===== src/hdl/rtc_pkg.sv =====
// Shared types, constants and the CRC-16 byte step for the RTU response checker.
package rtc_pkg;

  localparam logic [15:0] CRC_INIT = 16'hFFFF;
  localparam logic [15:0] CRC_POLY = 16'hA001;

  localparam int COUNT_W = 9;
  localparam logic [COUNT_W-1:0] COUNT_MAX = 9'd511;
  localparam logic [COUNT_W-1:0] MIN_FRAME_LEN = 9'd5;
  localparam logic [COUNT_W-1:0] EXC_FRAME_LEN = 9'd5;
  localparam logic [COUNT_W-1:0] WRITE_FRAME_LEN = 9'd8;
  localparam logic [COUNT_W-1:0] READ_HEADER_LEN = 9'd5;

  localparam logic [7:0] SLAVE_ADDR_RST = 8'd1;
  localparam logic [6:0] READ_FC_RST = 7'd3;
  localparam logic [6:0] WRITE_FC_RST = 7'd16;
  localparam logic [7:0] EXC_FLAG_RST = 8'd128;

  localparam int CFG_INDEX_W = 2;
  localparam int OP_DEPTH_DEF = 4;
  localparam int RES_DEPTH_DEF = 2;

  typedef enum logic [CFG_INDEX_W-1:0] {
    CFG_SLAVE_ADDR = 2'd0,
    CFG_READ_FC    = 2'd1,
    CFG_WRITE_FC   = 2'd2,
    CFG_EXC_FLAG   = 2'd3
  } cfg_index_t;

  typedef enum logic [2:0] {
    ST_OK        = 3'd0,
    ST_SHORT     = 3'd1,
    ST_BAD_ADDR  = 3'd2,
    ST_EXCEPTION = 3'd3,
    ST_CRC_EXC   = 3'd4,
    ST_CRC_WRITE = 3'd5,
    ST_CRC_READ  = 3'd6,
    ST_UNKNOWN   = 3'd7
  } status_t;

  typedef enum logic [1:0] {
    KIND_UNKNOWN = 2'd0,
    KIND_EXC     = 2'd1,
    KIND_WRITE   = 2'd2,
    KIND_READ    = 2'd3
  } kind_t;

  typedef enum logic [1:0] {
    ACT_NONE    = 2'd0,
    ACT_CRC     = 2'd1,
    ACT_HOLD_LO = 2'd2,
    ACT_HOLD_HI = 2'd3
  } crc_act_t;

  typedef enum logic [2:0] {
    V_SHORT    = 3'd0,
    V_BAD_ADDR = 3'd1,
    V_EXC      = 3'd2,
    V_WRITE    = 3'd3,
    V_READ     = 3'd4,
    V_UNKNOWN  = 3'd5
  } verdict_t;

  typedef struct packed {
    logic [7:0] rx_byte;
    crc_act_t   act;
    logic       last;
    verdict_t   verdict;
    logic [7:0] third;
    logic [7:0] data_high;
    logic [7:0] data_low;
  } op_t;

  typedef struct packed {
    status_t    status;
    logic [7:0] exception_code;
    logic [7:0] data_high;
    logic [7:0] data_low;
    logic       data_valid;
  } result_t;

  function automatic logic [15:0] crc16_byte(input logic [15:0] crc, input logic [7:0] b);
    logic [15:0] c;
    c = crc ^ {8'h00, b};
    for (int k = 0; k < 8; k++) begin
      c = c[0] ? ((c >> 1) ^ CRC_POLY) : (c >> 1);
    end
    return c;
  endfunction

endpackage


===== src/hdl/rtc_fifo.sv =====
// Small register-based first-in first-out queue with show-ahead read.
module rtc_fifo #(
  parameter int WIDTH = 8,
  parameter int DEPTH = 4
) (
  input  logic             clk,
  input  logic             rst_n,
  input  logic             push,
  input  logic [WIDTH-1:0] wr_data,
  output logic             full,
  input  logic             pop,
  output logic [WIDTH-1:0] rd_data,
  output logic             empty
);

  localparam int PTR_W = (DEPTH > 1) ? $clog2(DEPTH) : 1;
  localparam int CNT_W = $clog2(DEPTH + 1);

  logic [WIDTH-1:0] slot_r [DEPTH];
  logic [PTR_W-1:0] wr_ptr_r, wr_ptr_nxt;
  logic [PTR_W-1:0] rd_ptr_r, rd_ptr_nxt;
  logic [CNT_W-1:0] count_r, count_nxt;
  logic             do_push;
  logic             do_pop;

  assign full    = (count_r == CNT_W'(DEPTH));
  assign empty   = (count_r == '0);
  assign do_push = push && !full;
  assign do_pop  = pop && !empty;
  assign rd_data = slot_r[rd_ptr_r];

  always_comb begin
    wr_ptr_nxt = wr_ptr_r;
    rd_ptr_nxt = rd_ptr_r;
    count_nxt  = count_r;
    if (do_push) begin
      wr_ptr_nxt = (wr_ptr_r == PTR_W'(DEPTH - 1)) ? '0 : wr_ptr_r + PTR_W'(1);
    end
    if (do_pop) begin
      rd_ptr_nxt = (rd_ptr_r == PTR_W'(DEPTH - 1)) ? '0 : rd_ptr_r + PTR_W'(1);
    end
    if (do_push && !do_pop) begin
      count_nxt = count_r + CNT_W'(1);
    end else if (do_pop && !do_push) begin
      count_nxt = count_r - CNT_W'(1);
    end
  end

  always_ff @(posedge clk) begin
    if (!rst_n) begin
      wr_ptr_r <= '0;
      rd_ptr_r <= '0;
      count_r  <= '0;
    end else begin
      wr_ptr_r <= wr_ptr_nxt;
      rd_ptr_r <= rd_ptr_nxt;
      count_r  <= count_nxt;
    end
  end

  always_ff @(posedge clk) begin
    if (do_push) begin
      slot_r[wr_ptr_r] <= wr_data;
    end
  end

endmodule


===== src/hdl/rtc_front.sv =====
// Front end: configuration registers, byte counting, header capture and frame classification.
module rtc_front (
  input  logic                             clk,
  input  logic                             rst_n,
  input  logic                             cfg_valid,
  output logic                             cfg_ready,
  input  logic [rtc_pkg::CFG_INDEX_W-1:0]  cfg_index,
  input  logic [7:0]                       cfg_data,
  input  logic                             in_push,
  output logic                             in_full,
  input  logic [7:0]                       in_rx_byte,
  input  logic                             in_last_byte,
  output logic                             op_push,
  output rtc_pkg::op_t                     op_data,
  input  logic                             op_full
);

  logic [7:0] slave_addr_r;
  logic [6:0] read_fc_r;
  logic [6:0] write_fc_r;
  logic [7:0] exc_flag_r;

  logic [rtc_pkg::COUNT_W-1:0] count_r, count_nxt;
  logic [7:0] addr_r, func_r, third_r, data_high_r, data_low_r;
  logic [7:0] addr_cap, func_cap, third_cap, data_high_cap, data_low_cap;

  logic                        accept;
  logic [rtc_pkg::COUNT_W-1:0] n;
  logic [rtc_pkg::COUNT_W-1:0] total;
  logic [rtc_pkg::COUNT_W-1:0] len;
  logic [rtc_pkg::COUNT_W-1:0] len_m1;
  logic [rtc_pkg::COUNT_W-1:0] len_m2;
  rtc_pkg::kind_t              kind;
  rtc_pkg::crc_act_t           act;
  rtc_pkg::verdict_t           verdict;

  assign cfg_ready = 1'b1;
  assign accept    = in_push && !op_full;
  assign in_full   = op_full;
  assign op_push   = accept;
  assign n         = count_r;

  always_ff @(posedge clk) begin
    if (!rst_n) begin
      slave_addr_r <= rtc_pkg::SLAVE_ADDR_RST;
      read_fc_r    <= rtc_pkg::READ_FC_RST;
      write_fc_r   <= rtc_pkg::WRITE_FC_RST;
      exc_flag_r   <= rtc_pkg::EXC_FLAG_RST;
    end else if (cfg_valid) begin
      unique case (rtc_pkg::cfg_index_t'(cfg_index))
        rtc_pkg::CFG_SLAVE_ADDR: slave_addr_r <= cfg_data;
        rtc_pkg::CFG_READ_FC:    read_fc_r    <= cfg_data[6:0];
        rtc_pkg::CFG_WRITE_FC:   write_fc_r   <= cfg_data[6:0];
        rtc_pkg::CFG_EXC_FLAG:   exc_flag_r   <= cfg_data;
        default: ;
      endcase
    end
  end

  assign addr_cap      = (n == 9'd0) ? in_rx_byte : addr_r;
  assign func_cap      = (n == 9'd1) ? in_rx_byte : func_r;
  assign third_cap     = (n == 9'd2) ? in_rx_byte : third_r;
  assign data_high_cap = (n == 9'd3) ? in_rx_byte : data_high_r;
  assign data_low_cap  = (n == 9'd4) ? in_rx_byte : data_low_r;

  always_comb begin
    if ((func_cap == ({1'b0, read_fc_r} | exc_flag_r)) ||
        (func_cap == ({1'b0, write_fc_r} | exc_flag_r))) begin
      kind = rtc_pkg::KIND_EXC;
    end else if (func_cap == {1'b0, write_fc_r}) begin
      kind = rtc_pkg::KIND_WRITE;
    end else if (func_cap == {1'b0, read_fc_r}) begin
      kind = rtc_pkg::KIND_READ;
    end else begin
      kind = rtc_pkg::KIND_UNKNOWN;
    end
  end

  always_comb begin
    unique case (kind)
      rtc_pkg::KIND_EXC:   len = rtc_pkg::EXC_FRAME_LEN;
      rtc_pkg::KIND_WRITE: len = rtc_pkg::WRITE_FRAME_LEN;
      rtc_pkg::KIND_READ:  len = rtc_pkg::READ_HEADER_LEN + {1'b0, third_cap};
      default:             len = '0;
    endcase
  end

  assign len_m1 = len - 9'd1;
  assign len_m2 = len - 9'd2;
  assign total  = (n == rtc_pkg::COUNT_MAX) ? n : n + 9'd1;

  always_comb begin
    if (n < 9'd3) begin
      act = rtc_pkg::ACT_CRC;
    end else if (kind == rtc_pkg::KIND_UNKNOWN) begin
      act = rtc_pkg::ACT_NONE;
    end else if (n < len_m2) begin
      act = rtc_pkg::ACT_CRC;
    end else if (n == len_m2) begin
      act = rtc_pkg::ACT_HOLD_LO;
    end else if (n == len_m1) begin
      act = rtc_pkg::ACT_HOLD_HI;
    end else begin
      act = rtc_pkg::ACT_NONE;
    end
  end

  always_comb begin
    if (total < rtc_pkg::MIN_FRAME_LEN) begin
      verdict = rtc_pkg::V_SHORT;
    end else if (addr_cap != slave_addr_r) begin
      verdict = rtc_pkg::V_BAD_ADDR;
    end else begin
      unique case (kind)
        rtc_pkg::KIND_EXC:   verdict = rtc_pkg::V_EXC;
        rtc_pkg::KIND_WRITE: verdict = (total < len) ? rtc_pkg::V_SHORT : rtc_pkg::V_WRITE;
        rtc_pkg::KIND_READ:  verdict = (total < len) ? rtc_pkg::V_SHORT : rtc_pkg::V_READ;
        default:             verdict = rtc_pkg::V_UNKNOWN;
      endcase
    end
  end

  always_comb begin
    op_data.rx_byte   = in_rx_byte;
    op_data.act       = act;
    op_data.last      = in_last_byte;
    op_data.verdict   = verdict;
    op_data.third     = third_cap;
    op_data.data_high = data_high_cap;
    op_data.data_low  = data_low_cap;
  end

  assign count_nxt = in_last_byte ? '0 : total;

  always_ff @(posedge clk) begin
    if (!rst_n) begin
      count_r <= '0;
    end else if (accept) begin
      count_r <= count_nxt;
    end
  end

  always_ff @(posedge clk) begin
    if (accept) begin
      addr_r      <= addr_cap;
      func_r      <= func_cap;
      third_r     <= third_cap;
      data_high_r <= data_high_cap;
      data_low_r  <= data_low_cap;
    end
  end

endmodule


===== src/hdl/rtc_back.sv =====
// Back end: CRC-16 engine, received CRC capture and final status generation.
module rtc_back (
  input  logic              clk,
  input  logic              rst_n,
  input  logic              op_empty,
  input  rtc_pkg::op_t      op_data,
  output logic              op_pop,
  input  logic              res_full,
  output logic              res_push,
  output rtc_pkg::result_t  res_data
);

  logic [15:0] crc_r, crc_nxt;
  logic [15:0] held_r, held_nxt;
  logic        take;
  logic        crc_match;

  assign take     = !op_empty && (!op_data.last || !res_full);
  assign op_pop   = take;
  assign res_push = take && op_data.last;

  always_comb begin
    crc_nxt  = crc_r;
    held_nxt = held_r;
    unique case (op_data.act)
      rtc_pkg::ACT_CRC:     crc_nxt  = rtc_pkg::crc16_byte(crc_r, op_data.rx_byte);
      rtc_pkg::ACT_HOLD_LO: held_nxt = {held_r[15:8], op_data.rx_byte};
      rtc_pkg::ACT_HOLD_HI: held_nxt = {op_data.rx_byte, held_r[7:0]};
      default: ;
    endcase
  end

  assign crc_match = (held_nxt == crc_nxt);

  always_comb begin
    res_data.status         = rtc_pkg::ST_UNKNOWN;
    res_data.exception_code = 8'h00;
    res_data.data_high      = 8'h00;
    res_data.data_low       = 8'h00;
    res_data.data_valid     = 1'b0;
    unique case (op_data.verdict)
      rtc_pkg::V_SHORT:    res_data.status = rtc_pkg::ST_SHORT;
      rtc_pkg::V_BAD_ADDR: res_data.status = rtc_pkg::ST_BAD_ADDR;
      rtc_pkg::V_EXC: begin
        if (crc_match) begin
          res_data.status         = rtc_pkg::ST_EXCEPTION;
          res_data.exception_code = op_data.third;
        end else begin
          res_data.status = rtc_pkg::ST_CRC_EXC;
        end
      end
      rtc_pkg::V_WRITE: begin
        res_data.status = crc_match ? rtc_pkg::ST_OK : rtc_pkg::ST_CRC_WRITE;
      end
      rtc_pkg::V_READ: begin
        if (crc_match) begin
          res_data.status     = rtc_pkg::ST_OK;
          res_data.data_high  = op_data.data_high;
          res_data.data_low   = op_data.data_low;
          res_data.data_valid = 1'b1;
        end else begin
          res_data.status = rtc_pkg::ST_CRC_READ;
        end
      end
      default: res_data.status = rtc_pkg::ST_UNKNOWN;
    endcase
  end

  always_ff @(posedge clk) begin
    if (!rst_n) begin
      crc_r  <= rtc_pkg::CRC_INIT;
      held_r <= '0;
    end else if (take) begin
      if (op_data.last) begin
        crc_r  <= rtc_pkg::CRC_INIT;
        held_r <= '0;
      end else begin
        crc_r  <= crc_nxt;
        held_r <= held_nxt;
      end
    end
  end

endmodule


===== src/hdl/rtu_response_checker_crc16.sv =====
// Top level of the Modbus RTU response checker with CRC-16.
// Throughput: one byte request per cycle while in_full is low, set by the CRC byte step in the
// back end. A last byte accepted into empty queues is written into the request queue, taken by the
// back end and pushed into the result queue that drives the out_ ports. The request queue between
// front and back holds OP_DEPTH bytes; results queue RES_DEPTH deep. Reset is synchronous and
// active low; it empties both queues, clears the byte count and CRC state, and restores the config.
module rtu_response_checker_crc16 #(
  parameter int OP_DEPTH  = rtc_pkg::OP_DEPTH_DEF,
  parameter int RES_DEPTH = rtc_pkg::RES_DEPTH_DEF
) (
  input  logic                            clk,
  input  logic                            rst_n,
  input  logic                            cfg_valid,
  output logic                            cfg_ready,
  input  logic [rtc_pkg::CFG_INDEX_W-1:0] cfg_index,
  input  logic [7:0]                      cfg_data,
  input  logic                            in_push,
  output logic                            in_full,
  input  logic [7:0]                      in_rx_byte,
  input  logic                            in_last_byte,
  output logic                            out_empty,
  input  logic                            out_pop,
  output logic [2:0]                      out_status,
  output logic [7:0]                      out_exception_code,
  output logic [7:0]                      out_data_high,
  output logic [7:0]                      out_data_low,
  output logic                            out_data_valid
);

  rtc_pkg::op_t     op_wr, op_rd;
  rtc_pkg::result_t res_wr, res_rd;
  logic             op_push, op_full, op_pop, op_empty;
  logic             res_push, res_full;

  rtc_front u_front (
    .clk          (clk),
    .rst_n        (rst_n),
    .cfg_valid    (cfg_valid),
    .cfg_ready    (cfg_ready),
    .cfg_index    (cfg_index),
    .cfg_data     (cfg_data),
    .in_push      (in_push),
    .in_full      (in_full),
    .in_rx_byte   (in_rx_byte),
    .in_last_byte (in_last_byte),
    .op_push      (op_push),
    .op_data      (op_wr),
    .op_full      (op_full)
  );

  rtc_fifo #(
    .WIDTH ($bits(rtc_pkg::op_t)),
    .DEPTH (OP_DEPTH)
  ) u_op_fifo (
    .clk     (clk),
    .rst_n   (rst_n),
    .push    (op_push),
    .wr_data (op_wr),
    .full    (op_full),
    .pop     (op_pop),
    .rd_data (op_rd),
    .empty   (op_empty)
  );

  rtc_back u_back (
    .clk      (clk),
    .rst_n    (rst_n),
    .op_empty (op_empty),
    .op_data  (op_rd),
    .op_pop   (op_pop),
    .res_full (res_full),
    .res_push (res_push),
    .res_data (res_wr)
  );

  rtc_fifo #(
    .WIDTH ($bits(rtc_pkg::result_t)),
    .DEPTH (RES_DEPTH)
  ) u_res_fifo (
    .clk     (clk),
    .rst_n   (rst_n),
    .push    (res_push),
    .wr_data (res_wr),
    .full    (res_full),
    .pop     (out_pop),
    .rd_data (res_rd),
    .empty   (out_empty)
  );

  assign out_status         = res_rd.status;
  assign out_exception_code = res_rd.exception_code;
  assign out_data_high      = res_rd.data_high;
  assign out_data_low       = res_rd.data_low;
  assign out_data_valid     = res_rd.data_valid;

`ifndef ASSERT_OFF
  a_res_no_overflow: assert property (@(posedge clk) disable iff (!rst_n)
    res_push |-> !res_full)
    else $error("Result pushed into a full result queue.");

  a_last_reaches_output: assert property (@(posedge clk) disable iff (!rst_n)
    (in_push && !in_full && in_last_byte && op_empty && out_empty) |=> ##1 !out_empty)
    else $error("Last byte did not produce a result within two cycles.");

  a_valid_only_ok: assert property (@(posedge clk) disable iff (!rst_n)
    (res_push && res_wr.data_valid) |-> (res_wr.status == rtc_pkg::ST_OK && op_rd.last))
    else $error("Read data flagged valid on a result that is not OK.");
`endif

endmodule

===== config.mk =====
export PLATFORM = sky130hd
export DESIGN_NAME = rtu_response_checker_crc16
export DESIGN_NICKNAME = d
export VERILOG_FILES = /design/src/hdl/rtc_pkg.sv /design/src/hdl/rtc_fifo.sv /design/src/hdl/rtc_front.sv /design/src/hdl/rtc_back.sv /design/src/hdl/rtu_response_checker_crc16.sv
export SDC_FILE = /design/constraint.sdc
export NUM_CORES = 1
export LEC_CHECK = 0
export BUFFER_PORTS_ARGS = -buffer_cell sky130_fd_sc_hd__buf_2
export CAP_MARGIN = 20
export CORE_UTILIZATION = 50
export DETAILED_ROUTE_END_ITERATION = 8
export GPL_TIMING_DRIVEN = 0
export PLACE_DENSITY = 0.67
export SETUP_SLACK_MARGIN = 0.2
export SLEW_MARGIN = 20
export SYNTH_ARGS = -nofsm -noshare
export SYNTH_HDL_FRONTEND = slang
export SYNTH_SLANG_ARGS = --single-unit

===== constraint.sdc =====
create_clock -name clk -period 13.1 [get_ports clk]
set_clock_uncertainty 0.1 [all_clocks]
set_input_delay 2.62 -clock clk [delete_from_list [all_inputs] [get_ports clk]]
set_output_delay 2.62 -clock clk [all_outputs]
set_load 0.05 [all_outputs]

==> flow_metrics.py <==
metrics = {
    "status": {
        "status": "completed",
    },
    "hold_path": {
        "holdPathStages": 2,
        "hp-class": "reg2reg",
        "hold_path_startpoint": "u_front.exc_flag_r[0]",
    },
    "finish": {
        "area_growth_pct": 13.0,
        "drive_above_1_share": 0.187,
        "fin_nets": 1441,
        "fill_cells": 2598,
        "post-route-util": 0.580,
    },
    "synthesis": {
        "synth_compound_area_frac": 0.0986,
        "synth_cells": 1287,
        "synth_seq_cells": 333,
        "synth_top_area_frac": 0.455,
        "synth_adder_area_share": 0.0249,
        "syn_area_sq_mm": 0.0164,
        "yosys.area_share.simple": 0.124,
        "synth_edf_count": 248,
        "synthMuxAreaShare": 0.109,
        "synth.distinct_cells": 87,
        "synth_xor_area_frac": 0.0595,
        "synth-seq-area-share": 0.559,
        "synth_area_per_cell_sq_um": 12.7,
        "synth.area.top_cells": "edfxtp_1 (45%), dfxtp_1 (10%), mux4_2 (5.2%), mux2_2 (3.5%), xnor2_1 (3.2%)",
        "yosys.area.top_type": "edfxtp_1",
        "async_reset_ff_frac": 0,
        "yosysWarnings": 0,
        "synth_ff_type": "edfxtp_1",
        "synth_top_family_by_area": "simple AND/OR/NAND/NOR gates",
        "syn_nets": 1343,
    },
    "worst_setup_path": {
        "critPathMaxStageDelay_ns": 0.64,
        "end_kind": "flip-flop",
        "required_ns": 13.25,
        "r2r_start": "u_front.count_r[4]",
        "critical_path.cell_chain": "buf_2 > clkbuf_1 > nand4_1 > and3_1 > o22a_1 > and4_1 > nor3_1 > clkbuf_1 > nand2_1 > ha_1 > buf_1 > inv_1 > nor3_1 > a2111oi_2 > ha_1 > o21ai_0 > nand2b_1 > a21oi_1 > nor2b_1 > o21ai_0 > a22o_1 > a2bb2oi_1",
        "worstSetupStartpoint": "in_rx_byte[2]",
        "cp_max_fo": 10,
        "reg2reg_depth": 23,
        "slowest_stage": "clkbuf_1",
        "worstSetupStartpointType": "input pin",
        "critPathKind": "in2reg",
        "critPathArrivalTime_ns": 8.54,
    },
    "global_routing": {
        "grt_overflow": 0,
        "grt_usage": 0.228,
        "grt_max_degree": 33,
        "antenna_found_initial": 1,
        "grt_pass1_wl_mm": 58.8,
        "grt_pass1_vias": 10528,
    },
    "drt": {
        "ant_nets": 0,
        "drt_iter0_drc": 810,
        "num_vias": 10718,
        "wire_per_inst_um": 20.3,
        "drt_first_pass_iters": 5,
        "post-route-drc-count": 0,
        "drt-total-wl_mm": 37.4,
        "vias_per_cell": 5.80,
    },
    "floorplan": {
        "io_pins": 55,
        "fp.dieW_um": 183,
        "fp-row-count": 65,
        "die-area_sq_mm": 0.0335,
        "start_util": 0.514,
        "core_area_sq_mm": 0.0319,
        "dieHeight_um": 183,
    },
    "placement": {
        "port_buffers": 52,
        "hpwl_mm": 26.2,
        "place_congestion": 0.924,
    },
    "timing": {
        "finalSetupTns_ns": 0,
        "final.min_clock_period_ns": 8.39,
        "slew_viol_final": 0,
        "max_freq_mhz": 119,
        "rsz0062_at_grt": "false",
        "setup_viol": 0,
        "relSlewSlack": 0.299,
        "worst_pin_slew_ns": 1.05,
        "finalCritPeriodShare": 0.640,
        "final-hold-violation-count": 0,
    },
    "clocking": {
        "numCtsBuffers": 36,
        "htree_levels": 2,
        "cts_tree": "done",
        "path_clk_slew_ns": 0.06,
        "numClockSinks": 333,
        "clockBufferDepth": 3,
        "cts_resized": 0,
        "cts.hold.buffers_added": 0,
        "ctsRootBufferMaster": "clkbuf_16",
        "postCtsSetupBuffers": 0,
        "clk_latency_ns": 0.53,
    },
    "power_and_ir_drop": {
        "power_density_mw_per_mm2": 207,
        "vdd_ir_drop_max_mv": 0.131,
        "p_leak_nw": 6.56,
    },
    "job": {
        "drv_cap": 0,
    },
}
==> layout by cell type (no fill, tap or decap), drive strengths merged, types with 5 or more instances in the layout <==
master and instances:
a211oi 5, a21boi 14, a21o 6, a21oi 36, a22oi 25, a31oi 9
and2 11, and3 13, buf 80, clkbuf 87, clkinv 16, dfxtp 85
edfxtp 248, ha 31, inv 38, mux2 51, mux2i 36, mux4 38
nand2 97, nand2b 15, nand3 24, nand3b 5, nand4 19, nor2 49
nor2b 87, nor3 18, nor4 8, o2111ai 5, o211ai 9, o21a 13
o21ai 40, o22ai 20, o31ai 10, or3 5, or4 5, xnor2 68
xor2 29
==> synth_stat cells (all sizes together), types with 13 or more instances <==
cell type,instances
inv,32
o21a,13
xor2,29
dfxtp,85
clkbuf,44
nor3,18
nand2,97
mux2i,36
xnor2,68
a21boi,14
a22oi,25
and3,13
a21oi,36
o21ai,40
nor2b,87
mux4,38
mux2,51
o22ai,20
nor2,49
nand4,19
edfxtp,248
nand3,24
nand2b,15
buf,20
ha,31
==> worst max-delay path: cells and delay by family <==
family,cells,cell delay (ns)
adders and majority gates,2,0.57
and+or+nand+nor,8,1.77
buffers and inverters,5,1.60
AOI/OAI and AO/OA,7,1.97
==> routing by layer <==
layer	global-route usage	up-vias	wire length (um)
met2	0.387	307	18300
met4	0.0663	0	865
met1	0.308	5318	16500
met5	0	-	0
met3	0.0268	59	1760
li1	-	5034	-
==> path summary, 6_finish.rpt <==
path	endpoint	slack [ns]
worst max-delay path	u_op_fifo.slot_r[3][28]	4.71
worst min-delay path	u_front.exc_flag_r[0]	0.39
worst max register to register	u_op_fifo.slot_r[3][28]	6.00
worst min register to register	u_front.exc_flag_r[0]	0.39
==> state kept, by name (all words and copies together), names as in the netlist, 7 cells and up, named ones only <==
signal                count
u_front.slave_addr_r      8
u_front.third_r           8
u_front.read_fc_r         7
u_res_fifo.slot_r        56
u_front.count_r           9
u_front.data_high_r       8
u_back.held_r            16
u_front.addr_r            8
u_front.func_r            8
u_front.exc_flag_r        8
u_op_fifo.slot_r        152
u_front.write_fc_r        7
u_back.crc_r             16
u_front.data_low_r        8
==> logic make-up after synthesis <==
group,after synthesis
AO/OA/AOI/OAI,230
XOR/XNOR,98
adder cells (fa/ha/maj),32
buffers and inverters,97
flip-flops,333
multiplexers,125
other,1
AND/OR/NAND/NOR,371
==> through the flow <==
step                      hold slack, ns  setup slack (ns)  std cells  instance area, sq um  power (mW)
after CTS                          0.399              4.77       1846                 18500        3.86
after global routing               0.430              4.30       1848                 18500        4.03
after floorplan                    0.356              6.36       1287                 16400        2.53
after global placement             0.388              4.31       1774                 17200        2.83
after detailed placement           0.390              4.28       1781                 17300        2.87
final                              0.394              4.71       1848                 18500        3.83
==> layout make-up <==
type	instances	area, sq um	share of cell area
antenna	1	2.50	0.000135
timing repair buffer	60	420	0.0227
tap	435	544	0.0294
clock buffer	43	978	0.0529
clock inverter	22	170	0.00920
inverter	33	125	0.00676
buffer	64	287	0.0155
multi-input combinational	857	6830	0.369
sequential	333	9150	0.494
==> where the power goes <==
part	switching, mW	internal (mW)	total (mW)
Clock	0.417	0.561	0.977
Combinational	0.873	0.596	1.47
Sequential	0.0716	1.32	1.39
Total	1.36	2.47	3.83
Power figures use the tool's default switching activity.
